$ cat src/design/frls_pkg.sv
package frls_pkg;

    localparam int PAGE_BYTES_DEF = 512;
    localparam int MAX_PAGES_DEF  = 4;
    localparam int MAX_RECORD_DEF = 64;
    localparam int MIN_RECORD     = 4;

    localparam int SIZE_W  = 7;
    localparam int PAGES_W = 3;
    localparam int POS_W   = 6;
    localparam int SI_W    = 10;
    localparam int BYTE_W  = 8;
    localparam int APB_AW  = 3;
    localparam int APB_DW  = 32;

    localparam logic [SIZE_W-1:0]  SIZE_RST  = 7'd16;
    localparam logic [PAGES_W-1:0] PAGES_RST = 3'd1;

    // register index is paddr[2]
    localparam logic REG_SIZE  = 1'b0;
    localparam logic REG_PAGES = 1'b1;

    localparam logic ACT_SAVE  = 1'b0;
    localparam logic ACT_READ  = 1'b1;
    localparam logic KIND_SAVE = 1'b0;
    localparam logic KIND_READ = 1'b1;
    localparam logic STAT_OK   = 1'b0;
    localparam logic STAT_ERR  = 1'b1;

    localparam logic [BYTE_W-1:0] ERASED_BYTE = 8'hFF;

    // bytes of a slot header that mark it empty
    localparam int SCAN_LEN = 4;

endpackage

$ cat src/design/frls_cfg.sv
module frls_cfg import frls_pkg::*; #(
    parameter int MAX_PAGES  = MAX_PAGES_DEF,
    parameter int MAX_RECORD = MAX_RECORD_DEF,
    localparam int PG_W = $clog2(MAX_PAGES + 1)
) (
    input  logic              i_clk,
    input  logic              i_rst_n,
    input  logic              i_psel,
    input  logic              i_penable,
    input  logic              i_pwrite,
    input  logic [APB_AW-1:0] i_paddr,
    input  logic [APB_DW-1:0] i_pwdata,
    output logic [APB_DW-1:0] o_prdata,
    output logic              o_pready,
    output logic [SIZE_W-1:0] o_size,
    output logic [PG_W-1:0]   o_pages,
    output logic              o_wr
);

    logic [SIZE_W-1:0]  r_size;
    logic [PAGES_W-1:0] r_pages;
    logic               wr;

    assign wr = i_psel && i_penable && i_pwrite;

    always_ff @(posedge i_clk) begin
        if (!i_rst_n) begin
            r_size  <= SIZE_RST;
            r_pages <= PAGES_RST;
        end else if (wr) begin
            case (i_paddr[2])
                REG_SIZE:  r_size  <= i_pwdata[SIZE_W-1:0];
                REG_PAGES: r_pages <= i_pwdata[PAGES_W-1:0];
                default: ;
            endcase
        end
    end

    always_comb begin
        if (r_size < SIZE_W'(MIN_RECORD)) begin
            o_size = SIZE_W'(MIN_RECORD);
        end else if (r_size > SIZE_W'(MAX_RECORD)) begin
            o_size = SIZE_W'(MAX_RECORD);
        end else begin
            o_size = r_size;
        end
    end

    always_comb begin
        if (r_pages == '0) begin
            o_pages = PG_W'(1);
        end else if ({{PG_W{1'b0}}, r_pages} > (PG_W + PAGES_W)'(MAX_PAGES)) begin
            o_pages = PG_W'(MAX_PAGES);
        end else begin
            o_pages = PG_W'(r_pages);
        end
    end

    assign o_prdata = (i_paddr[2] == REG_PAGES) ? APB_DW'(r_pages) : APB_DW'(r_size);
    assign o_pready = 1'b1;
    assign o_wr     = wr;

endmodule

$ cat config.mk
export PLATFORM = sky130hd
export DESIGN_NAME = frls_cfg
export DESIGN_NICKNAME = d
export VERILOG_FILES = /design/src/design/frls_pkg.sv /design/src/design/frls_cfg.sv
export SDC_FILE = /design/constraint.sdc
export NUM_CORES = 1
export LEC_CHECK = 0
export BUFFER_PORTS_ARGS = -buffer_cell sky130_fd_sc_hd__buf_2
export CORE_UTILIZATION = 37
export DETAILED_ROUTE_END_ITERATION = 16
export GPL_TIMING_DRIVEN = 0
export PLACE_DENSITY = 0.85
export SLEW_MARGIN = 20
export SYNTH_ARGS = -nofsm -noshare
export SYNTH_HDL_FRONTEND = slang
export SYNTH_SLANG_ARGS = --single-unit
export TNS_END_PERCENT = 50
$ cat constraint.sdc
create_clock -name i_clk -period 1.6 [get_ports i_clk]
set_clock_uncertainty 0.15 [all_clocks]
set_input_delay 0.16 -clock i_clk [delete_from_list [all_inputs] [get_ports i_clk]]
set_output_delay 0.16 -clock i_clk [all_outputs]
set_load 0.1 [all_outputs]
==> results of run 1 <==
[cell type report]
cell class | count | area, sq um
clock buffer | 3 | 22.5
sequential | 10 | 208
multi-input combinational | 75 | 464
timing repair buffer | 29 | 185
inverter | 2 | 7.51
buffer | 32 | 235
fill | 210 | 826
tap | 27 | 33.8
[power by group]
group | switching [mW] | internal (mW)
sequential | 0.00747 | 0.254
clock | 0.0807 | 0.0866
combinational | 0.402 | 0.0923
total | 0.491 | 0.432
[state kept, by name, indices dropped and copies added, names as in the netlist]
name and flops:
r_size 7, r_pages 3
[Yosys cell counts (all sizes together)]
cell	n
or3	1
nor3b	2
conb	2
nor4	1
clkbuf	2
buf	30
and3	1
a21oi	2
o21ai	1
mux2	2
inv	2
nor2b	7
and2b	5
nand4	1
mux2i	10
nand2	15
and4b	1
dfxtp	10
[through the flow]
step           worst slack, ns   util  cells
3_3_place_gp            0.0299  0.538    174
5_1_grt                 -0.135  0.583    178
4_1_cts                -0.0759  0.579    178
3_5_place_dp           -0.0166  0.538    174
6_report               -0.0980  0.583    178
2_1_floorplan           -0.439      -    119
[logic make-up after synthesis]
| logic type | after synthesis | share of synthesized area |
|---|---|---|
| flip-flops | 10 | 0.256 |
| other | 2 | 0.00962 |
| multiplexers | 12 | 0.157 |
| AND/OR/NAND/NOR | 34 | 0.247 |
| AO/OA/AOI/OAI | 3 | 0.0192 |
| buffers and inverters | 34 | 0.311 |
[path summary, 6_finish.rpt]
| kind | startpoint | end | slack, ns | cells past startpoint |
|---|---|---|---|---|
| min reg2reg | r_size[0]$_SDFFE_PN0P_ | r_size[0]$_SDFFE_PN0P_ | 0.32 | 2 |
| min | i_pwdata[5] | r_size[5]$_SDFFE_PN0P_ | -0.005 | 3 |
| max | r_size[3]$_SDFFE_PN0P_ | o_size[2] | -0.1 | 3 |
| max reg2reg | r_size[4]$_SDFFE_PN1P_ | r_size[4]$_SDFFE_PN1P_ | 0.70 | 2 |
[timing repair]
item / CTS / global route
hold buffers: 1 / 0
resized for setup: 15 / 3
pin swaps: 2 / 2
hold endpoints to repair: 1 / 0
setup endpoints to repair: 5 / 5
cloned: 0 / 0
[metal layers]
metal,GRT usage,vias up
met5,0,-
met4,0.0667,0
met3,0.0415,4
met2,0.268,38
met1,0.130,305
li1,-,365
[worst max-delay path: cells and delay by family (launching register included)]
family,cells,cell delay [ns]
AOI/OAI and AO/OA,1,0.19
buffers and inverters,1,0.19
DFF,1,0.35
and+or+nand+nor,1,0.39
==> out/results.ini, run 1 <==
[drt]
drt_wl_total_microns = 1600
routed-wl-met2_microns = 805
vias_per_cell = 4.00
num_vias = 712
wl_met1_microns = 632
wl_per_cell_microns = 8.98
drcViolationCount = 0
ant_nets = 0
topRoutingLayerUsed = met4
wl_met3_microns = 144
first_iter_violations = 9
firstDrtPassIters = 3

[critical_path]
critical_path.max_stage_delay_ns = 0.39
critPathCaptureType = output pin
critical_path.cell_chain = or3_1 > a21oi_2 > buf_12
path_class = reg2out
arrival_ns = 1.39
start_kind = flip-flop
slowest_stage = or3_1
critPathMaxFanout = 5
cp.required_ns = 1.29

[global_routing]
grt_max_degree = 11
antenna_found_initial = 0
grt_pass1_wl_microns = 2190
grt_use_total = 0.138
gr-total-overflow = 0
grt_pass1_vias = 564

[yosys]
netlist_instances = 95
yosys.area.top_type = dfxtp_1
yosys_warnings = 0
syn_area_per_cell_sq_um = 8.22
netlist_area_sq_um = 781
synth_area_leaders = dfxtp_1, buf_4, mux2i_1, nand2_1, nor2b_1
synth_top_area_frac = 0.256
synth_cell_type_count = 21
ys_seq_area_frac = 0.256
ys_ff_latch = 10

[clock_network]
post-cts-setup-buffer-count = 0
clock_latency_ns = 0.25
path_clk_slew_ns = 0.06
cts.path.max_buffers = 2
cts_root_buf = clkbuf_4
clock-sinks = 10
cts_tree = done
htreeDepth = 1
cts_buffers = 3

[place]
hpwlAfterDp_microns = 1250
port_buffers = 28
place_area_sq_mm = 0.00107
gp_congestion = 0.750

[cells_and_area]
drive_above_1_share = 0.510
area_delta_synth_final_pct = 48.1
antennaDiodeCount = 0
final_area_sq_mm = 0.00116
mostFrequentLayoutCells = buf_4, conb_1, buf_2
fin_nets = 193
final_common_cell = buf_4

[floorplanning]
core_sq_mm = 0.00198
start_util = 0.394
die_h_microns = 47.9
io_pins = 84
rows = 16
dieArea_sq_mm = 0.00230
die_w_microns = 47.9

[pwr]
peakVddDrop_v = 0.000359
total_power_mw = 0.923
powerDensity_mw_per_mm2 = 798
p_leak_nw = 0.649

[sta]
final_max_slew_viol_count = 0
fin_setup_tns_ns = -0.0980
final.period_utilization = 1.06
whs_ns = -0.00455
post-route-min-period_ns = 1.70
hold_viol = 1
fin_ws_ns = -0.0980
setup_viol_count_final = 1
rsz0062_at_grt = yes
clock.fmax_ghz = 0.589

[run]
drv_cap = 0

[status]
status = finished, violations left
violations = hold timing, setup timing

[min_path]
hold_class = in2reg

(Power assumes the default switching activity.)
==> run 2, diff against run 1 <==
--- a/config.mk
+++ b/config.mk
@@ -6,6 +6,7 @@
 export NUM_CORES = 1
 export LEC_CHECK = 0
 export BUFFER_PORTS_ARGS = -buffer_cell sky130_fd_sc_hd__buf_2
+export CORE_ASPECT_RATIO = 0.8
 export CORE_UTILIZATION = 37
 export DETAILED_ROUTE_END_ITERATION = 16
 export GPL_TIMING_DRIVEN = 0
==> run 2 against run 1 <==
Against the previous run:
- the run still ends with hold timing, setup timing left
- sequential share of layout area shrank 0.17 points
- clock power is essentially flat
- first-iteration DRC count is 11% lower
- fmax rose by 0.95%
- cell area up 0.32%
- combinational power about the same
- die area about the same
- sequential power barely moved
- critical path depth unchanged
- global-route usage up 1.5 points
- non-clock buffer count increased by 1
- hold slack improved by 0.0018 ns
==> out/results.ini, run 2 (synthesis results as in run 1) <==
[place]
place_area_sq_mm = 0.00106  ; -0.35%
port_buffers = 28  ; unchanged
gp_congestion = 0.806  ; +7.4%

[floorplanning]
die_h_microns = 43.1  ; -10%
start_util = 0.405  ; +0.0113
rows = 14  ; -2
io_pins = 84  ; unchanged
core_sq_mm = 0.00193  ; -2.8%
die_w_microns = 53.4  ; +11%
dieArea_sq_mm = 0.00230  ; about the same

[drt]
firstDrtPassIters = 4  ; +1
wl_per_cell_microns = 9.21  ; +2.5%
drt_wl_total_microns = 1620  ; +1.4%
first_iter_violations = 8  ; -1
ant_nets = 0  ; unchanged
num_vias = 713  ; +0.14%
vias_per_cell = 4.05  ; +1.3%
drcViolationCount = 0  ; unchanged

[sta]
hold_viol = 1  ; unchanged
fin_ws_ns = -0.0819  ; +0.0161 ns
final.period_utilization = 1.05  ; -0.0100
clock.fmax_ghz = 0.595  ; +0.95%
rsz0062_at_grt = yes
final_max_slew_viol_count = 0  ; unchanged
whs_ns = -0.00270  ; +0.00185 ns
fin_setup_tns_ns = -0.122  ; -0.0242 ns
post-route-min-period_ns = 1.68  ; -0.0161 ns
setup_viol_count_final = 3  ; +2

[global_routing]
grt_use_total = 0.154  ; +0.0155
grt_pass1_vias = 595  ; +5.5%
grt_pass1_wl_microns = 2450  ; +12%
gr-total-overflow = 0  ; unchanged
antenna_found_initial = 0  ; unchanged
grt_max_degree = 11  ; unchanged

[min_path]
hold_class = in2reg

[pwr]
powerDensity_mw_per_mm2 = 800  ; +0.14%
total_power_mw = 0.927  ; +0.46%
peakVddDrop_v = 0.000549  ; +53%
p_leak_nw = 0.651  ; +0.35%

[cells_and_area]
fin_nets = 194  ; +0.52%
drive_above_1_share = 0.507  ; -0.00335
final_common_cell = buf_4
antennaDiodeCount = 0  ; unchanged
largest_reg_flops = 7  ; unchanged
area_delta_synth_final_pct = 48.6
final_area_sq_mm = 0.00116  ; +0.32%
regMostFlops = r_size
biggestRegsByFlops = r_size: 7 flops, r_pages: 3 flops
mostFrequentLayoutCells = buf_4, conb_1, buf_2

[critical_path]
critPathMaxFanout = 5  ; unchanged
r2r_slack_ns = 0.72  ; +0.02 ns
r2r_end = r_size[4]$_SDFFE_PN1P_
start_kind = flip-flop
cp.required_ns = 1.29  ; about the same
critPathCaptureType = output pin
critPathCapture = o_size[2]
reg2reg_from = r_size[4]$_SDFFE_PN1P_
reg2reg_depth = 2  ; unchanged
crit_start = r_size[4]$_SDFFE_PN1P_
path_class = reg2out
arrival_ns = 1.37  ; -0.02 ns

[clock_network]
clock-sinks = 10  ; unchanged
clock_latency_ns = 0.26  ; about the same
cts_tree = done
path_clk_slew_ns = 0.06  ; about the same
htreeDepth = 1  ; unchanged
cts_root_buf = clkbuf_4
cts.path.max_buffers = 2  ; unchanged
cts_buffers = 3  ; unchanged

[status]
status = finished, violations left
violations = hold timing, setup timing

[run]
drv_cap = 0  ; unchanged

==> run 2: changes by cell type in the layout (fill, tap and decap cells not counted) <==
cell,previous run,this run
buf_4,29,31
buf_6,4,2
a21oi_2,2,1
a21oi_4,0,1
buf_2,24,23
clkbuf_4,3,4
dfxtp_1,6,7
dfxtp_2,3,2
dlygate4sd3_1,1,2
nor4_2,0,1
nor4_4,1,0
or3_1,1,0
or3_4,0,1
==> run 2: through the flow <==
stage | utilization | hold WS (ns) | setup slack (ns) | instances
finish | 0.602 | -0.00270 | -0.0819 | 176
global route | 0.602 | 0.00749 | -0.113 | 176
CTS | 0.590 | 0.00100 | -0.0991 | 176
detailed placement | 0.551 | 0.271 | -0.00157 | 171
global placement | 0.551 | 0.261 | 0.0325 | 171
floorplan | - | 0.152 | -0.439 | 119
==> run 2: repair_timing <==
item / CTS / global route
resized for setup: 11 / 6
endpoints found under the setup margin: 5 / 6
endpoints found under the hold margin: 2 / 0
pin swaps: 1 / 2
gates cloned: 0 / 0
hold buffers: 2 / 0
setup buffers: 0 / 0
==> run 2: per-layer routing <==
layer,part of all wire,GRT usage,vias to the layer above
met1,0.40,0.171,302
met5,0,0,-
met2,0.47,0.253,42
li1,-,-,365
met4,0.031,0.126,0
met3,0.094,0.0215,4
==> run 2: how the worst min path moves through the flow <==
stage	start	to	slack, ns	cells past startpoint
3_3_place_gp	i_pwdata[6]	r_size[6]$_SDFFE_PN0P_	0.26	3
4_1_cts	i_pwdata[6]	r_size[6]$_SDFFE_PN0P_	0.001	3
2_1_floorplan	i_pwdata[0]	r_size[0]$_SDFFE_PN0P_	0.15	2
6_report	i_pwdata[6]	r_size[6]$_SDFFE_PN0P_	-0.003	3
5_1_grt	i_pwdata[6]	r_size[6]$_SDFFE_PN0P_	0.007	3
3_5_place_dp	i_pwdata[3]	r_size[3]$_SDFFE_PN0P_	0.27	3
==> run 2: power by group <==
group | internal, mW | switching (mW) | total, mW
combinational | 0.0943 | 0.403 | 0.497
clock | 0.0869 | 0.0831 | 0.170
sequential | 0.253 | 0.00693 | 0.260
total | 0.435 | 0.493 | 0.927
==> run 2: worst max-delay path, cell delays in order, from the launching register on <==
cell	delay (ns)
dfxtp_2	0.34
or3_4	0.40
a21oi_4	0.18
buf_12	0.19
==> run 2: final cells by class <==
| class | count | area, sq um |
|---|---|---|
| Fill cell | 178 | 767 |
| Multi-Input combinational cell | 75 | 468 |
| Buffer | 32 | 235 |
| Sequential cell | 10 | 206 |
| Timing Repair Buffer | 30 | 190 |
| Tap cell | 24 | 30.0 |
| Clock buffer | 3 | 22.5 |
| Inverter | 2 | 7.51 |
