--- config.mk ---
export PLATFORM = sky130hd
export DESIGN_NAME = frls_ctrl
export DESIGN_NICKNAME = d
export VERILOG_FILES = /design/src/design/frls_pkg.sv /design/src/design/frls_ctrl.sv
export SDC_FILE = /design/constraint.sdc
export NUM_CORES = 1
export LEC_CHECK = 0
export ABC_AREA = 1
export BUFFER_PORTS_ARGS = -buffer_cell sky130_fd_sc_hd__buf_2
export CAP_MARGIN = 20
export CORE_MARGIN = 8
export CORE_UTILIZATION = 45
export DETAILED_ROUTE_END_ITERATION = 10
export GPL_TIMING_DRIVEN = 0
export PLACE_DENSITY = 0.67
export SKIP_LAST_GASP = 1
export SLEW_MARGIN = 15
export SYNTH_ARGS = -nofsm -noshare
export SYNTH_HDL_FRONTEND = slang
export SYNTH_SLANG_ARGS = --single-unit
--- constraint.sdc ---
create_clock -name i_clk -period 6.35 [get_ports i_clk]
set_clock_uncertainty 0.15 [all_clocks]
set_input_delay 0.3175 -clock i_clk [delete_from_list [all_inputs] [get_ports i_clk]]
set_output_delay 0.3175 -clock i_clk [all_outputs]
set_load 0.1 [all_outputs]
--- src/design/frls_pkg.sv ---
package frls_pkg;

    localparam int PAGE_BYTES_DEF = 512;
    localparam int MAX_PAGES_DEF  = 4;
    localparam int MAX_RECORD_DEF = 64;
    localparam int MIN_RECORD     = 4;

    localparam int SIZE_W  = 7;
    localparam int PAGES_W = 3;
    localparam int POS_W   = 6;
    localparam int SI_W    = 10;
    localparam int BYTE_W  = 8;
    localparam int APB_AW  = 3;
    localparam int APB_DW  = 32;

    localparam logic [SIZE_W-1:0]  SIZE_RST  = 7'd16;
    localparam logic [PAGES_W-1:0] PAGES_RST = 3'd1;

    // register index is paddr[2]
    localparam logic REG_SIZE  = 1'b0;
    localparam logic REG_PAGES = 1'b1;

    localparam logic ACT_SAVE  = 1'b0;
    localparam logic ACT_READ  = 1'b1;
    localparam logic KIND_SAVE = 1'b0;
    localparam logic KIND_READ = 1'b1;
    localparam logic STAT_OK   = 1'b0;
    localparam logic STAT_ERR  = 1'b1;

    localparam logic [BYTE_W-1:0] ERASED_BYTE = 8'hFF;

    // bytes of a slot header that mark it empty
    localparam int SCAN_LEN = 4;

endpackage

--- src/design/frls_ctrl.sv ---
module frls_ctrl import frls_pkg::*; #(
    parameter int PAGE_BYTES = PAGE_BYTES_DEF,
    parameter int MAX_PAGES  = MAX_PAGES_DEF,
    localparam int STORE_BYTES = PAGE_BYTES * MAX_PAGES,
    localparam int ADDR_W = $clog2(STORE_BYTES),
    localparam int REG_W  = $clog2(STORE_BYTES + 1),
    localparam int PG_W   = $clog2(MAX_PAGES + 1)
) (
    input  logic              i_clk,
    input  logic              i_rst_n,
    input  logic              i_start,
    input  logic              i_action,
    input  logic [BYTE_W-1:0] i_data_byte,
    output logic              o_busy,
    input  logic [SIZE_W-1:0] i_size,
    input  logic [PG_W-1:0]   i_pages,
    input  logic              i_cfg_wr,
    output logic              o_div_start,
    output logic [REG_W-1:0]  o_div_num,
    input  logic              i_div_busy,
    input  logic [REG_W-1:0]  i_slots,
    output logic              o_we,
    output logic [ADDR_W-1:0] o_waddr,
    output logic [BYTE_W-1:0] o_wdata,
    output logic [ADDR_W-1:0] o_raddr,
    input  logic [BYTE_W-1:0] i_rdata,
    output logic              o_strobe,
    output logic              o_result_kind,
    output logic [BYTE_W-1:0] o_record_byte,
    output logic              o_byte_last,
    output logic              o_status
);

    localparam int SA_W = SI_W + SIZE_W;
    localparam int CW   = SI_W + REG_W;

    localparam logic [3:0] S_IDLE      = 4'd0;
    localparam logic [3:0] S_DIV       = 4'd1;
    localparam logic [3:0] S_ERASE     = 4'd2;
    localparam logic [3:0] S_SAVE_WR   = 4'd3;
    localparam logic [3:0] S_SCAN      = 4'd4;
    localparam logic [3:0] S_SCAN_DEC  = 4'd5;
    localparam logic [3:0] S_CHECK     = 4'd6;
    localparam logic [3:0] S_CHECK_DEC = 4'd7;
    localparam logic [3:0] S_STREAM    = 4'd8;
    localparam logic [3:0] S_ZEROS     = 4'd9;

    logic [3:0]        r_state, n_state;
    logic [SI_W-1:0]   r_slot_idx, n_slot_idx;
    logic [POS_W-1:0]  r_pos, n_pos;
    logic [BYTE_W-1:0] r_chk, n_chk;
    logic [BYTE_W-1:0] r_pend, n_pend;
    logic              r_div_req, n_div_req;
    logic [ADDR_W-1:0] r_ecnt, n_ecnt;
    logic [REG_W-1:0]  r_eend, n_eend;
    logic              r_eret, n_eret;
    logic [REG_W-1:0]  r_blk, n_blk;
    logic [REG_W-1:0]  r_base, n_base;
    logic [POS_W-1:0]  r_cnt, n_cnt;
    logic              r_acc, n_acc;
    logic [BYTE_W-1:0] r_vchk, n_vchk;
    logic              r_rd_v, n_rd_v;
    logic [POS_W-1:0]  r_rd_idx, n_rd_idx;
    logic              r_bad, n_bad;
    logic              r_em_v, n_em_v;
    logic              r_em_kind, n_em_kind;
    logic              r_em_last, n_em_last;
    logic              r_em_st, n_em_st;
    logic              r_em_mem, n_em_mem;

    logic              r_strobe;
    logic              r_kind;
    logic [BYTE_W-1:0] r_byte;
    logic              r_last;
    logic              r_stat;

    logic [REG_W-1:0]  region;
    logic [SIZE_W-1:0] size_m1;
    logic [BYTE_W-1:0] sv_b;
    logic [SA_W-1:0]   sv_addr;
    logic              sv_end;
    logic              sv_inrange;
    logic [BYTE_W-1:0] sv_chk;
    logic              need_erase;
    logic              save_go;
    logic              cnt_last;
    logic              empty;

    assign region  = REG_W'(i_pages) * REG_W'(PAGE_BYTES);
    assign size_m1 = i_size - 1'b1;

    assign sv_b       = (r_state == S_SAVE_WR) ? r_pend : i_data_byte;
    assign sv_addr    = SA_W'(r_slot_idx) * SA_W'(i_size) + SA_W'(r_pos);
    assign sv_end     = ({1'b0, r_pos} >= size_m1);
    assign sv_inrange = (sv_addr < SA_W'(STORE_BYTES));
    assign sv_chk     = (r_pos == '0) ? sv_b : (r_chk - 8'd1 - sv_b);
    assign need_erase = (r_pos == '0) && (CW'(r_slot_idx) >= (CW'(i_slots) - CW'(1)));
    assign cnt_last   = ({1'b0, r_cnt} == size_m1);
    assign empty      = r_acc && (i_rdata == ERASED_BYTE);

    assign o_raddr   = ADDR_W'(r_base + REG_W'(r_cnt));
    assign o_div_num = region;
    assign o_busy    = (r_state != S_IDLE) || r_div_req;

    always_comb begin
        n_state    = r_state;
        n_slot_idx = r_slot_idx;
        n_pos      = r_pos;
        n_chk      = r_chk;
        n_pend     = r_pend;
        n_div_req  = r_div_req | i_cfg_wr;
        n_ecnt     = r_ecnt;
        n_eend     = r_eend;
        n_eret     = r_eret;
        n_blk      = r_blk;
        n_base     = r_base;
        n_cnt      = r_cnt;
        n_acc      = r_acc;
        n_vchk     = r_vchk;
        n_rd_v     = 1'b0;
        n_rd_idx   = r_cnt;
        n_bad      = r_bad;
        n_em_v     = 1'b0;
        n_em_kind  = KIND_READ;
        n_em_last  = 1'b0;
        n_em_st    = STAT_OK;
        n_em_mem   = 1'b0;
        o_div_start = 1'b0;
        o_we       = 1'b0;
        o_waddr    = ADDR_W'(sv_addr);
        o_wdata    = sv_end ? r_chk : sv_b;
        save_go    = 1'b0;

        // check byte accumulation over the read-back beats
        if (r_rd_v && (r_state == S_CHECK || r_state == S_CHECK_DEC)) begin
            if (r_rd_idx == '0) begin
                n_vchk = i_rdata;
            end else if ({1'b0, r_rd_idx} < size_m1) begin
                n_vchk = r_vchk - 8'd1 - i_rdata;
            end
        end

        case (r_state)
            S_IDLE: begin
                if (r_div_req) begin
                    o_div_start = 1'b1;
                    n_div_req   = i_cfg_wr;
                    n_state     = S_DIV;
                end else if (i_start) begin
                    if (i_action == ACT_READ) begin
                        n_pos   = '0;
                        n_chk   = '0;
                        n_blk   = '0;
                        n_base  = '0;
                        n_cnt   = '0;
                        n_state = S_SCAN;
                    end else if (need_erase) begin
                        n_pend     = i_data_byte;
                        n_slot_idx = '0;
                        n_ecnt     = '0;
                        n_eend     = region;
                        n_eret     = 1'b1;
                        n_state    = S_ERASE;
                    end else begin
                        save_go = 1'b1;
                    end
                end
            end
            S_DIV: begin
                if (!i_div_busy) begin
                    n_state = S_IDLE;
                end
            end
            S_ERASE: begin
                o_we    = 1'b1;
                o_waddr = r_ecnt;
                o_wdata = ERASED_BYTE;
                n_ecnt  = r_ecnt + 1'b1;
                if (REG_W'(r_ecnt) == r_eend - 1'b1) begin
                    n_state = r_eret ? S_SAVE_WR : S_IDLE;
                end
            end
            S_SAVE_WR: begin
                save_go = 1'b1;
                n_state = S_IDLE;
            end
            S_SCAN: begin
                n_rd_v = 1'b1;
                if (r_cnt == '0) begin
                    n_acc = 1'b1;
                end else if (r_rd_v) begin
                    n_acc = r_acc && (i_rdata == ERASED_BYTE);
                end
                if (r_cnt == POS_W'(SCAN_LEN - 1)) begin
                    n_state = S_SCAN_DEC;
                end
                n_cnt = r_cnt + 1'b1;
            end
            S_SCAN_DEC: begin
                n_cnt = '0;
                if (empty) begin
                    if (r_blk == '0) begin
                        n_bad   = 1'b0;
                        n_state = S_ZEROS;
                    end else begin
                        n_base  = r_base - REG_W'(i_size);
                        n_state = S_CHECK;
                    end
                end else if (r_blk + 1'b1 >= i_slots) begin
                    n_blk   = r_blk + 1'b1;
                    n_state = S_CHECK;
                end else begin
                    n_blk   = r_blk + 1'b1;
                    n_base  = r_base + REG_W'(i_size);
                    n_state = S_SCAN;
                end
            end
            S_CHECK: begin
                n_rd_v = 1'b1;
                n_cnt  = r_cnt + 1'b1;
                if (cnt_last) begin
                    n_state = S_CHECK_DEC;
                end
            end
            S_CHECK_DEC: begin
                n_cnt = '0;
                if (r_vchk == i_rdata) begin
                    n_state = S_STREAM;
                end else begin
                    n_bad      = 1'b1;
                    n_slot_idx = '0;
                    n_state    = S_ZEROS;
                end
            end
            S_STREAM: begin
                n_em_v    = 1'b1;
                n_em_mem  = 1'b1;
                n_em_last = cnt_last;
                n_cnt     = r_cnt + 1'b1;
                if (cnt_last) begin
                    if (r_blk >= i_slots) begin
                        n_slot_idx = '0;
                        n_ecnt     = '0;
                        n_eend     = region;
                        n_eret     = 1'b0;
                        n_state    = S_ERASE;
                    end else begin
                        n_slot_idx = SI_W'(r_blk);
                        n_state    = S_IDLE;
                    end
                end
            end
            S_ZEROS: begin
                n_em_v    = 1'b1;
                n_em_st   = STAT_ERR;
                n_em_last = cnt_last;
                n_cnt     = r_cnt + 1'b1;
                if (cnt_last) begin
                    if (r_bad) begin
                        n_ecnt  = '0;
                        n_eend  = region;
                        n_eret  = 1'b0;
                        n_state = S_ERASE;
                    end else begin
                        n_state = S_IDLE;
                    end
                end
            end
            default: begin
                n_state = S_IDLE;
            end
        endcase

        if (save_go) begin
            o_we = sv_inrange;
            if (sv_end) begin
                n_slot_idx = r_slot_idx + 1'b1;
                n_pos      = '0;
                n_chk      = '0;
                n_em_v     = 1'b1;
                n_em_kind  = KIND_SAVE;
                n_em_last  = 1'b1;
                n_em_st    = STAT_OK;
            end else begin
                n_pos = r_pos + 1'b1;
                n_chk = sv_chk;
            end
        end
    end

    always_ff @(posedge i_clk) begin
        if (!i_rst_n) begin
            r_state    <= S_ERASE;
            r_slot_idx <= '0;
            r_pos      <= '0;
            r_chk      <= '0;
            r_div_req  <= 1'b1;
            r_ecnt     <= '0;
            r_eend     <= REG_W'(STORE_BYTES);
            r_eret     <= 1'b0;
            r_rd_v     <= 1'b0;
            r_em_v     <= 1'b0;
            r_strobe   <= 1'b0;
        end else begin
            r_state    <= n_state;
            r_slot_idx <= n_slot_idx;
            r_pos      <= n_pos;
            r_chk      <= n_chk;
            r_div_req  <= n_div_req;
            r_ecnt     <= n_ecnt;
            r_eend     <= n_eend;
            r_eret     <= n_eret;
            r_rd_v     <= n_rd_v;
            r_em_v     <= n_em_v;
            r_strobe   <= r_em_v;
        end
    end

    always_ff @(posedge i_clk) begin
        r_pend    <= n_pend;
        r_blk     <= n_blk;
        r_base    <= n_base;
        r_cnt     <= n_cnt;
        r_acc     <= n_acc;
        r_vchk    <= n_vchk;
        r_rd_idx  <= n_rd_idx;
        r_bad     <= n_bad;
        r_em_kind <= n_em_kind;
        r_em_last <= n_em_last;
        r_em_st   <= n_em_st;
        r_em_mem  <= n_em_mem;
        r_kind    <= r_em_kind;
        r_byte    <= r_em_mem ? i_rdata : '0;
        r_last    <= r_em_last;
        r_stat    <= r_em_st;
    end

    assign o_strobe      = r_strobe;
    assign o_result_kind = r_kind;
    assign o_record_byte = r_byte;
    assign o_byte_last   = r_last;
    assign o_status      = r_stat;

endmodule

==> flow_metrics.tcl <==
set metrics [dict create \
    status "finished clean" \
    reg2reg_depth 15 \
    layout_commonest_cell "nand2_1" \
    max_freq_mhz 166.1 \
    clkTransAtPathRegs_ns 0.06 \
    first_pass_iters 6 \
    p_leak_nw 6.929 \
    htree_levels 4 \
    io_pins 101 \
    relSlewSlack_pct 33.34 \
    place_area_mm2 0.01239 \
    finish.utilization_pct 52.33 \
    ys_seq_area_share_pct 24.12 \
    crit_fanout 9 \
    grt_max_degree 17 \
    cts_setup_buffers 0 \
    fin_crit_sh_pct 94.79 \
    holdPathStages 3 \
    area_delta_synth_final_pct 14.32 \
    start_util_pct 45.77 \
    worst_pin_slew_ns 0.9962 \
    period_needed_ns 6.019 \
    nNetsFinal 1970 \
    ys_ff_latch 115 \
    setup_viol 0 \
    seq_area_mm2 0.002773 \
    clk_latency_ns 0.43 \
    pre_cts_ws_ns 0.6697 \
    ctsRootBufferMaster "clkbuf_16" \
    dieArea_mm2 0.03091 \
    hpwl_um 23720 \
    vias 10693 \
    yosys_warnings 0 \
    multiInputGateArea_mm2 0.007331 \
    power_mw 3.854 \
    cap_violations 0 \
    clockBufferDepth 2 \
    vias_per_cell 5.109 \
    drtIter0Drc 762 \
    antenna_found_initial 0 \
    critPathRequiredTime_ns 5.88 \
    layout-drive-gt1-share_pct 10.38 \
    setup-tns-final_ns 0 \
    ys_types 49 \
    drv_slew 0 \
    cts_buffers 17 \
    setup_ws_ns 0.3306 \
    finalHoldViolCount 0 \
    portBuffers 90 \
    final_antenna_net_count 0 \
    wl_per_cell_um 14.14 \
    worst_hold_slack_ns 0.05312 \
    hold_path_class "in2reg" \
    avgSynthCellArea_um2 7.117 \
    synth_cells 1615 \
    core_area_mm2 0.02511 \
    die_x_um 175.8 \
    critPathKind "reg2out" \
    ir_drop_mv 0.4382 \
    num_rows 58 \
    drc_errors 0 \
    rsz0062_at_grt "false" \
    netlist_area_mm2 0.01149 \
    instances_no_fill 2093 \
    placedCellCount 2044 \
    gp_congestion 0.9010 \
    fillers 2489 \
    grt_pass1_wl_um 50500 \
    final_area_mm2 0.01314 \
    clock-sinks 115 \
    p_per_area_mw_per_mm2 293.3 \
    start_kind "register" \
    gr-total-overflow 0 \
    end_kind "output port" \
    route.final.wire_length_um 29590 \
    layout_common_cells "342 x nand2_1, 294 x inv_1, 133 x nor2_1" \
    worstPathArrival_ns 5.55 \
    track_usage_pct 19.83 \
    grt_pass1_vias 10506 \
    antenna_cells 0 \
    die_y_um 175.8 \
    cts_tree "built" \
]
-- where the power goes --
group | leakage, nW | switching [mW] | total (mW) | internal, mW
Combinational | 5.67 | 1.46 | 1.91 | 0.448
Clock | 0.271 | 0.379 | 0.946 | 0.568
Sequential | 0.985 | 0.113 | 1.00 | 0.887
-- registers in the layout (all words and copies together) (netlist names), 3 cells and up --
register	flops
r_rd_idx	6
r_vchk	8
r_slot_idx	10
r_state	4
o_record_byte	8
r_base	11
r_pos	6
r_chk	8
r_pend	8
r_eend	3
r_ecnt	11
n_rd_idx	6
r_blk	12
-- routing by layer --
| layer | share of wire, % | up-vias | track usage, % |
|---|---|---|---|
| li1 | - | 5413 | - |
| met1 | 46 | 4959 | 25.45 |
| met2 | 47 | 276 | 33.56 |
| met3 | 5.1 | 45 | 3.822 |
| met4 | 1.7 | 0 | 5.157 |
| met5 | 0 | - | 0 |
-- worst paths after layout --
check                                    from         end  slack, ns
worst max register to register       r_blk[2]   r_base[9]       2.45
worst max-delay path            r_slot_idx[3]        o_we       0.33
worst min-delay path               i_pages[2]  r_eend[11]       0.05
worst min register to register        r_em_st    o_status       0.18
-- critical path: stages, from the launching register on --
cell      delay, ns
dfxtp_1        0.37
clkbuf_1       0.40
nand2_1        0.15
fa_1           0.53
fa_1           0.52
fa_1           0.55
inv_1          0.06
fa_1           0.47
ha_1           0.39
a21oi_1        0.22
nor2_1         0.06
nor2_1         0.19
nand3_1        0.18
nand2_1        0.11
nand2_1        0.05
nand2_1        0.06
nand3_1        0.07
nor2_1         0.16
nand3_1        0.09
nand2_1        0.06
buf_2          0.43
-- timing repair --
action | 4_1_cts | 5_1_grt
endpoints found under the setup margin | 0 | 1
hold endpoints to repair | 17 | 0
hold buffers | 17 | 0
resized for setup | 0 | 2
-- cells by family (layout without fill, tap and decap cells) --
family,Yosys count,count (layout),synth area share [%]
adders and majority gates,176,176,22.36
buffers and inverters,358,498,12.36
and+or+nand+nor,687,687,26.05
AOI/OAI and AO/OA,207,207,9.569
DFF,115,115,24.12
muxes,9,9,0.7838
xor gates and xnor gates,62,62,4.725
other,1,9,0.03263
-- area by class of cell --
cell class,instances,share of cell area (%)
clock buffer,23,3.885
timing repair buffer,108,4.761
inverter,307,8.771
multi-input combinational,1150,55.79
sequential,115,21.10
buffer,51,2.047
tap,330,3.143
clock inverter,9,0.4952
-- cell usage after synthesis (all sizes together) --
library cell / n / area (um^2)
nand2: 354 / 1369
inv: 304 / 1141
nor2: 145 / 608.1
ha: 127 / 1589
nand3: 125 / 643.1
a21oi: 96 / 480.5
o21ai: 86 / 430.4
dfxtp: 68 / 1361
fa: 49 / 980.9
edfxtp: 47 / 1411
xor2: 47 / 411.6
clkbuf: 31 / 118.9
nor3: 27 / 135.1
buf: 20 / 148.9
xnor2: 15 / 131.4
nand4: 14 / 87.58
mux2i: 9 / 90.09
nand3b: 9 / 67.56
o211ai: 9 / 67.56
or2: 6 / 37.54
nor4: 5 / 31.28
clkinv: 3 / 11.26
o2111ai: 3 / 26.28
a21o: 2 / 15.01
a31oi: 2 / 12.51
o21a: 2 / 15.01
o21bai: 2 / 15.01
a211oi: 1 / 7.510
a21boi: 1 / 7.510
a41oi: 1 / 8.760
and2: 1 / 6.260
and3b: 1 / 8.760
conb: 1 / 3.750
o22ai: 1 / 6.260
o31ai: 1 / 7.510
(Power assumes the default switching activity.)
