===== src/design/frls_pkg.sv =====
package frls_pkg;

    localparam int PAGE_BYTES_DEF = 512;
    localparam int MAX_PAGES_DEF  = 4;
    localparam int MAX_RECORD_DEF = 64;
    localparam int MIN_RECORD     = 4;

    localparam int SIZE_W  = 7;
    localparam int PAGES_W = 3;
    localparam int POS_W   = 6;
    localparam int SI_W    = 10;
    localparam int BYTE_W  = 8;
    localparam int APB_AW  = 3;
    localparam int APB_DW  = 32;

    localparam logic [SIZE_W-1:0]  SIZE_RST  = 7'd16;
    localparam logic [PAGES_W-1:0] PAGES_RST = 3'd1;

    // register index is paddr[2]
    localparam logic REG_SIZE  = 1'b0;
    localparam logic REG_PAGES = 1'b1;

    localparam logic ACT_SAVE  = 1'b0;
    localparam logic ACT_READ  = 1'b1;
    localparam logic KIND_SAVE = 1'b0;
    localparam logic KIND_READ = 1'b1;
    localparam logic STAT_OK   = 1'b0;
    localparam logic STAT_ERR  = 1'b1;

    localparam logic [BYTE_W-1:0] ERASED_BYTE = 8'hFF;

    // bytes of a slot header that mark it empty
    localparam int SCAN_LEN = 4;

endpackage


===== src/design/frls_slot_div.sv =====
module frls_slot_div import frls_pkg::*; #(
    parameter int N_W = 12
) (
    input  logic              i_clk,
    input  logic              i_rst_n,
    input  logic              i_start,
    input  logic [N_W-1:0]    i_dividend,
    input  logic [SIZE_W-1:0] i_divisor,
    output logic              o_busy,
    output logic [N_W-1:0]    o_quot
);

    localparam int CNT_W = $clog2(N_W + 1);

    logic [CNT_W-1:0]  r_cnt, n_cnt;
    logic [N_W-1:0]    r_num, n_num;
    logic [SIZE_W-1:0] r_rem, n_rem;
    logic [SIZE_W:0]   trial;

    // restoring division, one quotient bit per cycle
    always_comb begin
        trial = {r_rem, r_num[N_W-1]};
        n_cnt = r_cnt;
        n_num = r_num;
        n_rem = r_rem;
        if (i_start) begin
            n_cnt = CNT_W'(N_W);
            n_num = i_dividend;
            n_rem = '0;
        end else if (r_cnt != '0) begin
            n_cnt = r_cnt - 1'b1;
            if (trial >= {1'b0, i_divisor}) begin
                n_rem = SIZE_W'(trial - {1'b0, i_divisor});
                n_num = {r_num[N_W-2:0], 1'b1};
            end else begin
                n_rem = SIZE_W'(trial);
                n_num = {r_num[N_W-2:0], 1'b0};
            end
        end
    end

    always_ff @(posedge i_clk) begin
        if (!i_rst_n) begin
            r_cnt <= '0;
        end else begin
            r_cnt <= n_cnt;
        end
    end

    always_ff @(posedge i_clk) begin
        r_num <= n_num;
        r_rem <= n_rem;
    end

    assign o_busy = (r_cnt != '0);
    assign o_quot = r_num;

endmodule


===== config.mk =====
export PLATFORM = sky130hd
export DESIGN_NAME = frls_slot_div
export DESIGN_NICKNAME = d
export VERILOG_FILES = /design/src/design/frls_pkg.sv /design/src/design/frls_slot_div.sv
export SDC_FILE = /design/constraint.sdc
export NUM_CORES = 1
export LEC_CHECK = 0
export BUFFER_PORTS_ARGS = -buffer_cell sky130_fd_sc_hd__buf_2
export CORE_UTILIZATION = 40
export DETAILED_ROUTE_END_ITERATION = 10
export MAX_ROUTING_LAYER = met4
export PLACE_DENSITY = 0.6
export SYNTH_ARGS = -nofsm -noshare
export SYNTH_HDL_FRONTEND = slang
export SYNTH_SLANG_ARGS = --single-unit

===== constraint.sdc =====
create_clock -name i_clk -period 2.75 [get_ports i_clk]
set_input_delay 0.825 -clock i_clk [delete_from_list [all_inputs] [get_ports i_clk]]
set_output_delay 0.825 -clock i_clk [all_outputs]
set_load 0.05 [all_outputs]

==> results of run 1 <==
-- cell type report --
cell class              instances  area (sq um)
fillers                       350          1667
multi-input cells              91         729.5
flip-flops and latches         23         580.6
repair buffers                 40         215.2
inverters                      16         60.06
well taps                      46         57.56
clock buffers                   3         22.52
clock inverters                 1         5.005
-- worst paths after layout --
check,endpoint,cells past startpoint
worst max register to register,r_rem[5],9
worst min-delay path,r_rem[6],2
worst max-delay path,r_rem[5],9
worst min register to register,r_rem[6],2
-- sequential cells by signal (all words and copies together), names as in the netlist --
signal / count
o_quot: 12
r_rem: 7
r_cnt: 4
-- through the flow --
step           area (sq um)  setup slack (ns)  hold slack (ns)
2_1_floorplan          1398            0.2233           0.4754
3_3_place_gp           1643           0.06724           0.4922
3_5_place_dp           1643          0.001960           0.4984
4_1_cts                1670            0.3511           0.5158
5_1_grt                1670            0.2114           0.5455
6_report               1670            0.3388           0.5109
-- cell families (layout without fill, tap and decap cells) --
kind of cell / after synthesis / after routing / synth area share, %
AOI/OAI and AO/OA: 23 / 23 / 12.35
xor gates and xnor gates: 4 / 4 / 2.507
adders and majority gates: 9 / 9 / 8.595
buffers and inverters: 21 / 60 / 6.266
DFF: 23 / 23 / 41.54
muxes: 19 / 19 / 14.95
and+or+nand+nor: 36 / 36 / 13.79
-- per-layer routing --
metal  global-route usage [%]  up-vias  routed length [microns]
met4                    1.948        0                        0
met1                    17.17      537                     1156
met5                        -        -                        0
li1                         -      562                        -
met2                    29.81       18                     1438
met3                    3.782        0                       75
-- worst reg2reg max path: cells and delay by family (launching register included) --
family / cells / cell delay [ns]
AOI/OAI and AO/OA: 3 / 0.62
adders and majority gates: 2 / 0.60
buffers and inverters: 2 / 0.24
DFF: 1 / 0.38
and+or+nand+nor: 2 / 0.32
-- power groups by stage --
| stage | clock network [mW] | registers, mW | logic [mW] |
|---|---|---|---|
| final | 0.152 | 0.492 | 0.701 |
| after global routing | 0.172 | 0.504 | 0.777 |
| after CTS | 0.161 | 0.493 | 0.706 |
| after detailed placement | 0 | 0.501 | 0.705 |
| after global placement | 0 | 0.499 | 0.687 |
| after floorplan | 0 | 0.611 | 0.434 |
-- cells in the final DEF (no fill, tap or decap), types with 2 or more instances in the layout --
cell type	n
sky130_fd_sc_hd__edfxtp_1	12
sky130_fd_sc_hd__a211oi_1	3
sky130_fd_sc_hd__a211oi_2	2
sky130_fd_sc_hd__xnor2_1	2
sky130_fd_sc_hd__ha_1	8
sky130_fd_sc_hd__dfxtp_1	11
sky130_fd_sc_hd__buf_4	6
sky130_fd_sc_hd__a311oi_1	2
sky130_fd_sc_hd__nor2_1	14
sky130_fd_sc_hd__nor3_1	5
sky130_fd_sc_hd__mux2_2	11
sky130_fd_sc_hd__nand2b_1	3
sky130_fd_sc_hd__nand2_1	3
sky130_fd_sc_hd__clkbuf_4	3
sky130_fd_sc_hd__inv_1	16
sky130_fd_sc_hd__a21oi_1	5
sky130_fd_sc_hd__buf_2	34
sky130_fd_sc_hd__mux2i_1	7
sky130_fd_sc_hd__xor2_1	2
sky130_fd_sc_hd__o21a_1	2
==> results.md, run 1 <==
| Step | Parameter | Value |
| --- | --- | --- |
| hold path | Hold path startpoint | r_rem[6] |
| route | Count of vias placed by the detailed router | 1117 |
| sta | Post-route setup TNS | 0 ns |
| cells and area | Area Overhead vs Synth | 19.52% |
| global routing | Largest net degree at the start of global routing | 27 |
| floorplan | Top Ports | 35 |
| route | Post-detailed-route wirelength per cell | 12.14 microns |
| route | Number of antenna-violating nets in the routed design | 0 |
| place | Final weighted congestion in routability-driven placement | 0.9128 |
| sta | Unrepaired setup endpoints after global routing | no |
| clock network | Clock tree from TritonCTS | done |
| job | Maximum capacitance violations | 0 |
| sta | Count of endpoints failing setup in the final report | 0 |
| place | Total instance count after detailed placement | 216 |
| clock network | CTS sink count | 23 |
| pwr | Switching Power | 558.4 uW |
| critical path | Reg2reg setup slack | 0.50 ns |
| status | Result of the run | finished, final reports clean |
| synth | Synth top area share | 25.78% |
| pwr | Clock network power share | 11.3% |
| sta | Final critical-path required period | 2.411 ns |
| sta | Max-slew headroom at the worst pin | 59.31% |
| pwr | Fraction of power consumed by sequential logic | 36.6% |
| sta | Worst Tran Pin Value | 0.6070 ns |
| pwr | Switching power share of the total | 41.53% |
| critical path | Critical path required time | 2.97 ns |
| global routing | Gr ovfl total | 0 |
| sta | Achievable frequency | 414.7 MHz |
| global routing | Wire length of the first global-routing pass | 4271 microns |
| synth | Number of flops mapped to enable cells by yosys | 12 |
| clock network | Clock Latency Late Sink | 0.31 ns |
| floorplan | Chip Height | 61.11 microns |
| synth | Count of yosys warnings during synthesis | 0 |
| critical path | Slowest stage cell on the critical path | sky130_fd_sc_hd__fa_1 |
| clock network | Clock Tree Root | sky130_fd_sc_hd__clkbuf_4 |
| pwr | Worst vdd ir | 0.3867 mV |
| clock network | Clock Path Buffers | 2 |
| clock network | Hold buffer count at cts | 0 |
| cells and area | Number of nets in the layout | 206 |
| clock network | Quantity of gates resized following cts | 0 |
| sta | Count of final max-slew check failures | 0 |
| floorplan | Die X-Extent | 61.11 microns |
| floorplan | Core area | 3337 sq um |
| critical path | Peak fanout along the critical path | 8 |
| synth | Post-synth design cell area | 1398 sq um |
| synth | Top cells by area, synth | sky130_fd_sc_hd__edfxtp_1 (26%), sky130_fd_sc_hd__dfxtp_1 (16%), sky130_fd_sc_hd__mux2_2 (8.9%) |
| critical path | Launching element type of the critical path | primary input |
| place | Port-buffer cells | 34 |
| place | Final HPWL DP | 2137 microns |
| critical path | Arrival time at the worst endpoint | 2.63 ns |
| route | Number of DRC violations after detailed routing | 0 |
| pwr | Power per unit of standard cell area | 805.0 nW/um^2 |
| sta | Final Cycle Share | 87.68% |
| synth | Post-synthesis cell count | 135 |
| global routing | Number of antenna violations at the first check in global routing | 0 |
| cells and area | Utilization after layout | 50.06% |
| synth | Flops & latches, synth | 23 |
| critical path | Cell class contributing the biggest share of worst-path delay | compound AO/OA/AOI/OAI gates |
| critical path | Buffering stage count on the worst path with inverters included | 2 |
| critical path | Capturing element type of the critical path | flip-flop |
| route | Number of iterations in the first detailed-routing pass | 4 |
| critical path | Launching point of the worst reg2reg path | o_quot[11] |
| synth | Syn avg cell area | 10.35 sq um |
| synth | Share of flip-flops with an asynchronous set or reset after synthesis | 0% |
| floorplan | Std cell rows | 21 |
| clock network | Count of buffers added by post-CTS timing repair for setup | 0 |
| global routing | Vias in the first global route | 1053 |
| clock network | Total CTS buffers | 3 |
| cells and area | # diodes | 0 |
| clock network | H-tree lvl count | 1 |
| floorplan | Floorplan die area | 3734 sq um |
| synth | Top FF cell, synth | sky130_fd_sc_hd__edfxtp_1 |
| hold path | Class of the tightest hold or removal check | reg2reg |
| synth | Cell types with the highest counts after synthesis | sky130_fd_sc_hd__inv_1 (16), sky130_fd_sc_hd__nor2_1 (14), sky130_fd_sc_hd__edfxtp_1 (12), sky130_fd_sc_hd__dfxtp_1 (11), sky130_fd_sc_hd__mux2_2 (11) |
| cells and area | Number of non-filler instances in the completed layout | 220 |
| pwr | Leakage power total | 0.7559 nW |
| route | First-iteration detailed-routing DRC count | 11 |
| critical path | Beginning of the critical path | i_divisor[0] |
| critical path | Type of the worst setup path | in2reg |
| synth | Most used standard cell by instance count after synthesis | sky130_fd_sc_hd__inv_1 |
| route | Vias per inst | 5.077 |
| pwr | Combinational fraction of design power | 52.1% |
| synth | Synth Net Count | 166 |
| sta | Final hold violations | 0 |
| critical path | Crit-path max cell delay | 0.40 ns |
| floorplan | Initial cell density of the core | 41.88% |
| synth | Library cell occupying the most area in the post-synthesis netlist | sky130_fd_sc_hd__edfxtp_1 |
| critical path | Crit-path cells | buf_2 -> ha_1 -> fa_1 -> nand2b_1 -> a211oi_2 -> nor3_2 -> buf_4 -> a21o_2 -> a311oi_1 |
| synth | Number of distinct library cell variants in the gate-level netlist after synthesis | 43 |
| global routing | Combined global-route utilization of all metal layers | 15.84% |
| sta | Clk_skew | 0.01035 ns |
| pwr | Total power after layout | 1.345 mW |
| route | Total wire length after detailed routing | 2670 microns |
| clock network | CTS clk-pin slew, worst paths | 0.11 ns |
| pwr | Internal power summed over all cells | 786.3 uW |
| cells and area | Ratio of cells with drive above 1 in the final layout | 36.78% |
| synth | Portion of the post-synthesis area used by sequential elements | 41.54% |
Note: power is estimated with default switching activity, not from simulation.
==> run 2, diff against run 1 <==
Settings changed: CORE_UTILIZATION 40 to 52, PLACE_DENSITY 0.6 to 0.75, SLEW_MARGIN set to 20.
==> results.md, run 2 (synthesis gave the netlist of run 1 again) <==
| Step | Parameter | Value |
| --- | --- | --- |
| status | Result of the run | finished, final reports clean |
| cells and area | Area Overhead vs Synth | 17.55% |
| critical path | Crit-path cells | buf_2 -> ha_1 -> fa_1 -> nand2b_1 -> a211oi_2 -> nor3_2 -> buf_4 -> a21o_2 -> a311oi_1 |
| cells and area | Utilization after layout | 65.72% |
| cells and area | Number of flip-flops in the largest register | 12 |
| critical path | Type of the worst setup path | in2reg |
| clock network | Quantity of gates resized following cts | 0 |
| route | Number of DRC violations after detailed routing | 0 |
| cells and area | # diodes | 0 |
| route | Count of vias placed by the detailed router | 1130 |
| sta | Post-Route Hold Slack | 0.5380 ns |
| sta | Unrepaired setup endpoints after global routing | no |
| sta | Final hold violations | 0 |
| floorplan | Core area | 2500 sq um |
| pwr | Worst vdd ir | 0.5072 mV |
| sta | Clk_skew | 0.01078 ns |
| sta | Final worst slack | 0.2353 ns |
| clock network | Hold buffer count at cts | 0 |
| clock network | Clock Path Buffers | 2 |
| cells and area | Most frequent standard cell in the layout excluding fill and tap cells | sky130_fd_sc_hd__buf_2 |
| global routing | Combined global-route utilization of all metal layers | 23.52% |
| place | Port-buffer cells | 34 |
| global routing | Largest net degree at the start of global routing | 17 |
| place | Placement Setup Slack | -0.09788 ns |
| route | Number of antenna-violating nets in the routed design | 0 |
| critical path | Slowest stage cell on the critical path | sky130_fd_sc_hd__fa_1 |
| critical path | Arrival time at the worst endpoint | 2.74 ns |
| clock network | CTS sink count | 23 |
| floorplan | Die X-Extent | 53.84 microns |
| sta | Max-slew headroom at the worst pin | 57.87% |
| sta | Achievable frequency | 397.7 MHz |
| pwr | Leakage power total | 0.7505 nW |
| floorplan | Std cell rows | 18 |
| global routing | Gr ovfl total | 0 |
| place | Final weighted congestion in routability-driven placement | 0.8032 |
| route | First-iteration detailed-routing DRC count | 25 |
| critical path | Capturing element type of the critical path | flip-flop |
| place | Area after detailed placement | 1615 sq um |
| critical path | Crit-path max cell delay | 0.40 ns |
| global routing | Wire length of the first global-routing pass | 4636 microns |
| cells and area | Post-route cell area | 1643 sq um |
| route | Number of iterations in the first detailed-routing pass | 4 |
| sta | Count of endpoints failing setup in the final report | 0 |
| critical path | Critical path required time | 2.97 ns |
| cells and area | Number of nets in the layout | 205 |
| clock network | Count of buffers added by post-CTS timing repair for setup | 0 |
| sta | Worst Tran Pin Value | 0.6286 ns |
| floorplan | Top Ports | 35 |
| critical path | Launching element type of the critical path | primary input |
| critical path | Buffering stage count on the worst path with inverters included | 2 |
| sta | Final critical-path required period | 2.515 ns |
| route | Vias per inst | 5.567 |
| critical path | Cell class contributing the biggest share of worst-path delay | compound AO/OA/AOI/OAI gates |
| cells and area | Ratio of cells with drive above 1 in the final layout | 36.42% |
| job | Maximum capacitance violations | 0 |
| floorplan | Initial cell density of the core | 55.91% |
| cells and area | Most used cells in the layout excluding fill and tap cells | sky130_fd_sc_hd__buf_2 (34), sky130_fd_sc_hd__inv_1 (16), sky130_fd_sc_hd__nor2_1 (14) |
| sta | Count of final max-slew check failures | 0 |
| hold path | Class of the tightest hold or removal check | reg2reg |
| global routing | Vias in the first global route | 1088 |
| sta | Final Cycle Share | 91.44% |
| global routing | Number of antenna violations at the first check in global routing | 0 |
| critical path | Peak fanout along the critical path | 8 |
| clock network | Total CTS buffers | 3 |
| route | Post-detailed-route wirelength per cell | 13.93 microns |
| place | Final HPWL DP | 2221 microns |
| floorplan | Chip Height | 53.84 microns |
| floorplan | Floorplan die area | 2899 sq um |
| clock network | H-tree lvl count | 1 |
| clock network | Clock tree from TritonCTS | done |
| pwr | Power per unit of standard cell area | 823.7 nW/um^2 |
| clock network | CTS clk-pin slew, worst paths | 0.13 ns |
| route | Total wire length after detailed routing | 2828 microns |
| clock network | Clock Latency Late Sink | 0.32 ns |
| clock network | Clock Tree Root | sky130_fd_sc_hd__clkbuf_4 |
==> run 2: cell types whose count changed in the layout (fill, tap and decap cells not counted) <==
cell / change
sky130_fd_sc_hd__buf_4: -1
==> run 2: metal layers <==
layer  track usage (%)  vias up  share of wire [%]
li1                  -      561                  -
met1             27.59      530                 44
met2             37.86       28                 49
met3             5.932       11                4.1
met4             10.09        0                3.1
met5                 -        -                  0
==> run 2: where the power goes <==
group / switching [mW] / leakage, nW / internal [mW]
sequential: 0.0483 / 0.215 / 0.445
clock: 0.100 / 0.0177 / 0.0545
combinational: 0.425 / 0.517 / 0.281
==> run 2: cell type report <==
cell class / instances / area [sq um]
clock buffer: 3 / 22.52
tap: 30 / 37.54
timing repair buffer: 39 / 207.7
inverter: 16 / 60.06
fill: 224 / 857.1
clock inverter: 1 / 5.005
sequential: 23 / 580.6
multi-input combinational: 91 / 729.5
==> run 2: tightest hold or removal path: stages, from the launching register on <==
cell,delay [ns]
sky130_fd_sc_hd__dfxtp_1,0.33
sky130_fd_sc_hd__nor2_1,0.11
sky130_fd_sc_hd__a311oi_1,0.06
==> run 2: per-stage QoR <==
step	std cells	total power, mW	setup TNS [ns]
2_1_floorplan	135	1.045	0
3_3_place_gp	199	1.166	0
3_5_place_dp	199	1.199	-0.09788
4_1_cts	203	1.356	0
5_1_grt	203	1.452	0
6_report	203	1.353	0
==> run 2: worst paths after layout <==
| path | from | end | slack [ns] | cells past startpoint |
|---|---|---|---|---|
| worst max-delay path | i_divisor[0] | r_rem[5] | 0.24 | 9 |
| worst min-delay path | r_rem[6] | r_rem[6] | 0.54 | 2 |
| worst max register to register | o_quot[11] | r_rem[5] | 0.39 | 9 |
| worst min register to register | r_rem[6] | r_rem[6] | 0.54 | 2 |
==> run 3, diff against run 2 <==
Settings changed: CORE_UTILIZATION 52 to 55, PLACE_DENSITY 0.75 to 0.79.
Clock period 2.75 ns to 3 ns, I/O delays scaled along.
==> results.md, run 3 (synthesis gave the netlist of run 1 again) <==
| Step | Parameter | Value |
| --- | --- | --- |
| global routing | Vias in the first global route | 1024 |
| clock network | Clock Latency Late Sink | 0.30 ns |
| critical path | Worst setup endpoint | o_busy |
| place | Area after detailed placement | 1583 sq um |
| critical path | Register-to-Register Path Depth | 8 |
| cells and area | Number of flip-flops in the largest register | 12 |
| floorplan | Die X-Extent | 52.41 microns |
| cells and area | Post-route cell area | 1609 sq um |
| pwr | Power per unit of standard cell area | 742.0 nW/um^2 |
| clock network | Clock Tree Root | sky130_fd_sc_hd__clkbuf_4 |
| sta | Max-slew headroom at the worst pin | 48.38% |
| clock network | Clock tree from TritonCTS | done |
| job | Maximum capacitance violations | 0 |
| place | Final weighted congestion in routability-driven placement | 0.9335 |
| floorplan | Floorplan die area | 2747 sq um |
| floorplan | Top Ports | 35 |
| pwr | Leakage power total | 0.7295 nW |
| critical path | End of the worst register-to-register path | r_rem[0] |
| route | Number of DRC violations after detailed routing | 0 |
| sta | Count of endpoints failing setup in the final report | 0 |
| clock network | Hold buffer count at cts | 0 |
| sta | Worst Tran Pin Value | 0.7701 ns |
| clock network | Clock Path Buffers | 2 |
| status | Result of the run | finished, final reports clean |
| global routing | Largest net degree at the start of global routing | 27 |
| clock network | CTS sink count | 23 |
| clock network | CTS clk-pin slew, worst paths | 0.11 ns |
| place | Final HPWL DP | 1947 microns |
| critical path | Capturing element type of the critical path | output pin |
| critical path | Launching element type of the critical path | flip-flop |
| cells and area | Ratio of cells with drive above 1 in the final layout | 34.32% |
| sta | Final critical-path required period | 2.771 ns |
| global routing | Combined global-route utilization of all metal layers | 21.82% |
| global routing | Wire length of the first global-routing pass | 4284 microns |
| cells and area | Most frequent standard cell in the layout excluding fill and tap cells | sky130_fd_sc_hd__buf_2 |
| cells and area | Number of nets in the layout | 201 |
| clock network | Total CTS buffers | 3 |
| critical path | Type of the worst setup path | reg2out |
| critical path | Critical path required time | 2.10 ns |
| floorplan | Std cell rows | 17 |
| sta | Achievable frequency | 360.9 MHz |
| place | Port-buffer cells | 34 |
| route | Vias per inst | 5.538 |
| critical path | Reg2reg setup slack | 0.67 ns |
| clock network | Quantity of gates resized following cts | 0 |
| cells and area | # diodes | 0 |
| sta | Count of final max-slew check failures | 0 |
| global routing | Number of antenna violations at the first check in global routing | 0 |
| clock network | H-tree lvl count | 1 |
| floorplan | Chip Height | 52.41 microns |
| route | Number of antenna-violating nets in the routed design | 0 |
| route | Post-detailed-route wirelength per cell | 12.75 microns |
| clock network | Count of buffers added by post-CTS timing repair for setup | 0 |
| cells and area | Area Overhead vs Synth | 15.13% |
| route | Total wire length after detailed routing | 2511 microns |
| floorplan | Initial cell density of the core | 60.84% |
| route | First-iteration detailed-routing DRC count | 21 |
| route | Number of iterations in the first detailed-routing pass | 4 |
| critical path | Peak fanout along the critical path | 17 |
| sta | Final hold violations | 0 |
| cells and area | Utilization after layout | 70.04% |
| critical path | Launching point of the worst reg2reg path | o_quot[11] |
| critical path | Arrival time at the worst endpoint | 1.87 ns |
| sta | Clk_skew | 0.005436 ns |
| route | Count of vias placed by the detailed router | 1091 |
| cells and area | Most used cells in the layout excluding fill and tap cells | sky130_fd_sc_hd__buf_2 (34), sky130_fd_sc_hd__inv_1 (16), sky130_fd_sc_hd__nor2_1 (14) |
| hold path | Hold path startpoint | r_rem[4] |
| sta | Post-route setup TNS | 0 ns |
| critical path | Beginning of the critical path | r_cnt[0] |
| global routing | Gr ovfl total | 0 |
| sta | Final Cycle Share | 92.35% |
| sta | Unrepaired setup endpoints after global routing | no |
| pwr | Worst vdd ir | 0.4971 mV |
| hold path | Class of the tightest hold or removal check | reg2reg |
| floorplan | Core area | 2297 sq um |
==> run 3: changes by cell type in the layout (fill, tap and decap cells not counted), sizes merged <==
cell    change
buf         -4
clkbuf      +1
clkinv      -1
==> run 3: critical path, stage by stage (launching register included) <==
cell and delay [ns]:
sky130_fd_sc_hd__dfxtp_1 0.34, sky130_fd_sc_hd__inv_1 0.06, sky130_fd_sc_hd__ha_1 0.23, sky130_fd_sc_hd__and2_1 0.20, sky130_fd_sc_hd__inv_1 0.38, sky130_fd_sc_hd__buf_2 0.35
==> run 3: how the worst min path moves through the flow <==
stage	to	slack, ns	depth (start not counted)
after global placement	r_rem[6]	0.49	2
after detailed placement	r_rem[5]	0.50	2
after floorplan	r_rem[6]	0.48	2
after CTS	r_rem[5]	0.52	2
after global routing	r_rem[6]	0.55	2
final	r_rem[5]	0.52	2
==> run 3: cell type report <==
cell class              count  area, sq um
fillers                   188        688.2
multi-input cells          91        729.5
clock buffers               4        26.28
well taps                  28        35.03
inverters                  16        60.06
flip-flops and latches     23        580.6
repair buffers             35        177.7
==> run 3: report_power, final <==
part	total [mW]	switching [mW]	internal, mW
registers	0.450	0.0421	0.408
logic	0.610	0.375	0.236
clock network	0.134	0.0820	0.0518
==> run 3: stage by stage <==
stage	hold slack (ns)	total power, mW	worst slack, ns	std cells
final	0.5157	1.194	0.2294	197
after global routing	0.5468	1.284	0.1065	197
after CTS	0.5199	1.199	0.2297	197
after detailed placement	0.5026	1.062	0.06400	193
after global placement	0.4937	1.043	0.1713	193
after floorplan	0.4754	0.9575	0.3983	135
==> run 3: layer usage <==
layer / track usage [%] / part of all wire, % / wire [microns]
met5: - / 0 / 0
met4: 6.140 / 0.76 / 19
met3: 5.507 / 4.8 / 121
met2: 35.02 / 49 / 1222
met1: 27.19 / 46 / 1147
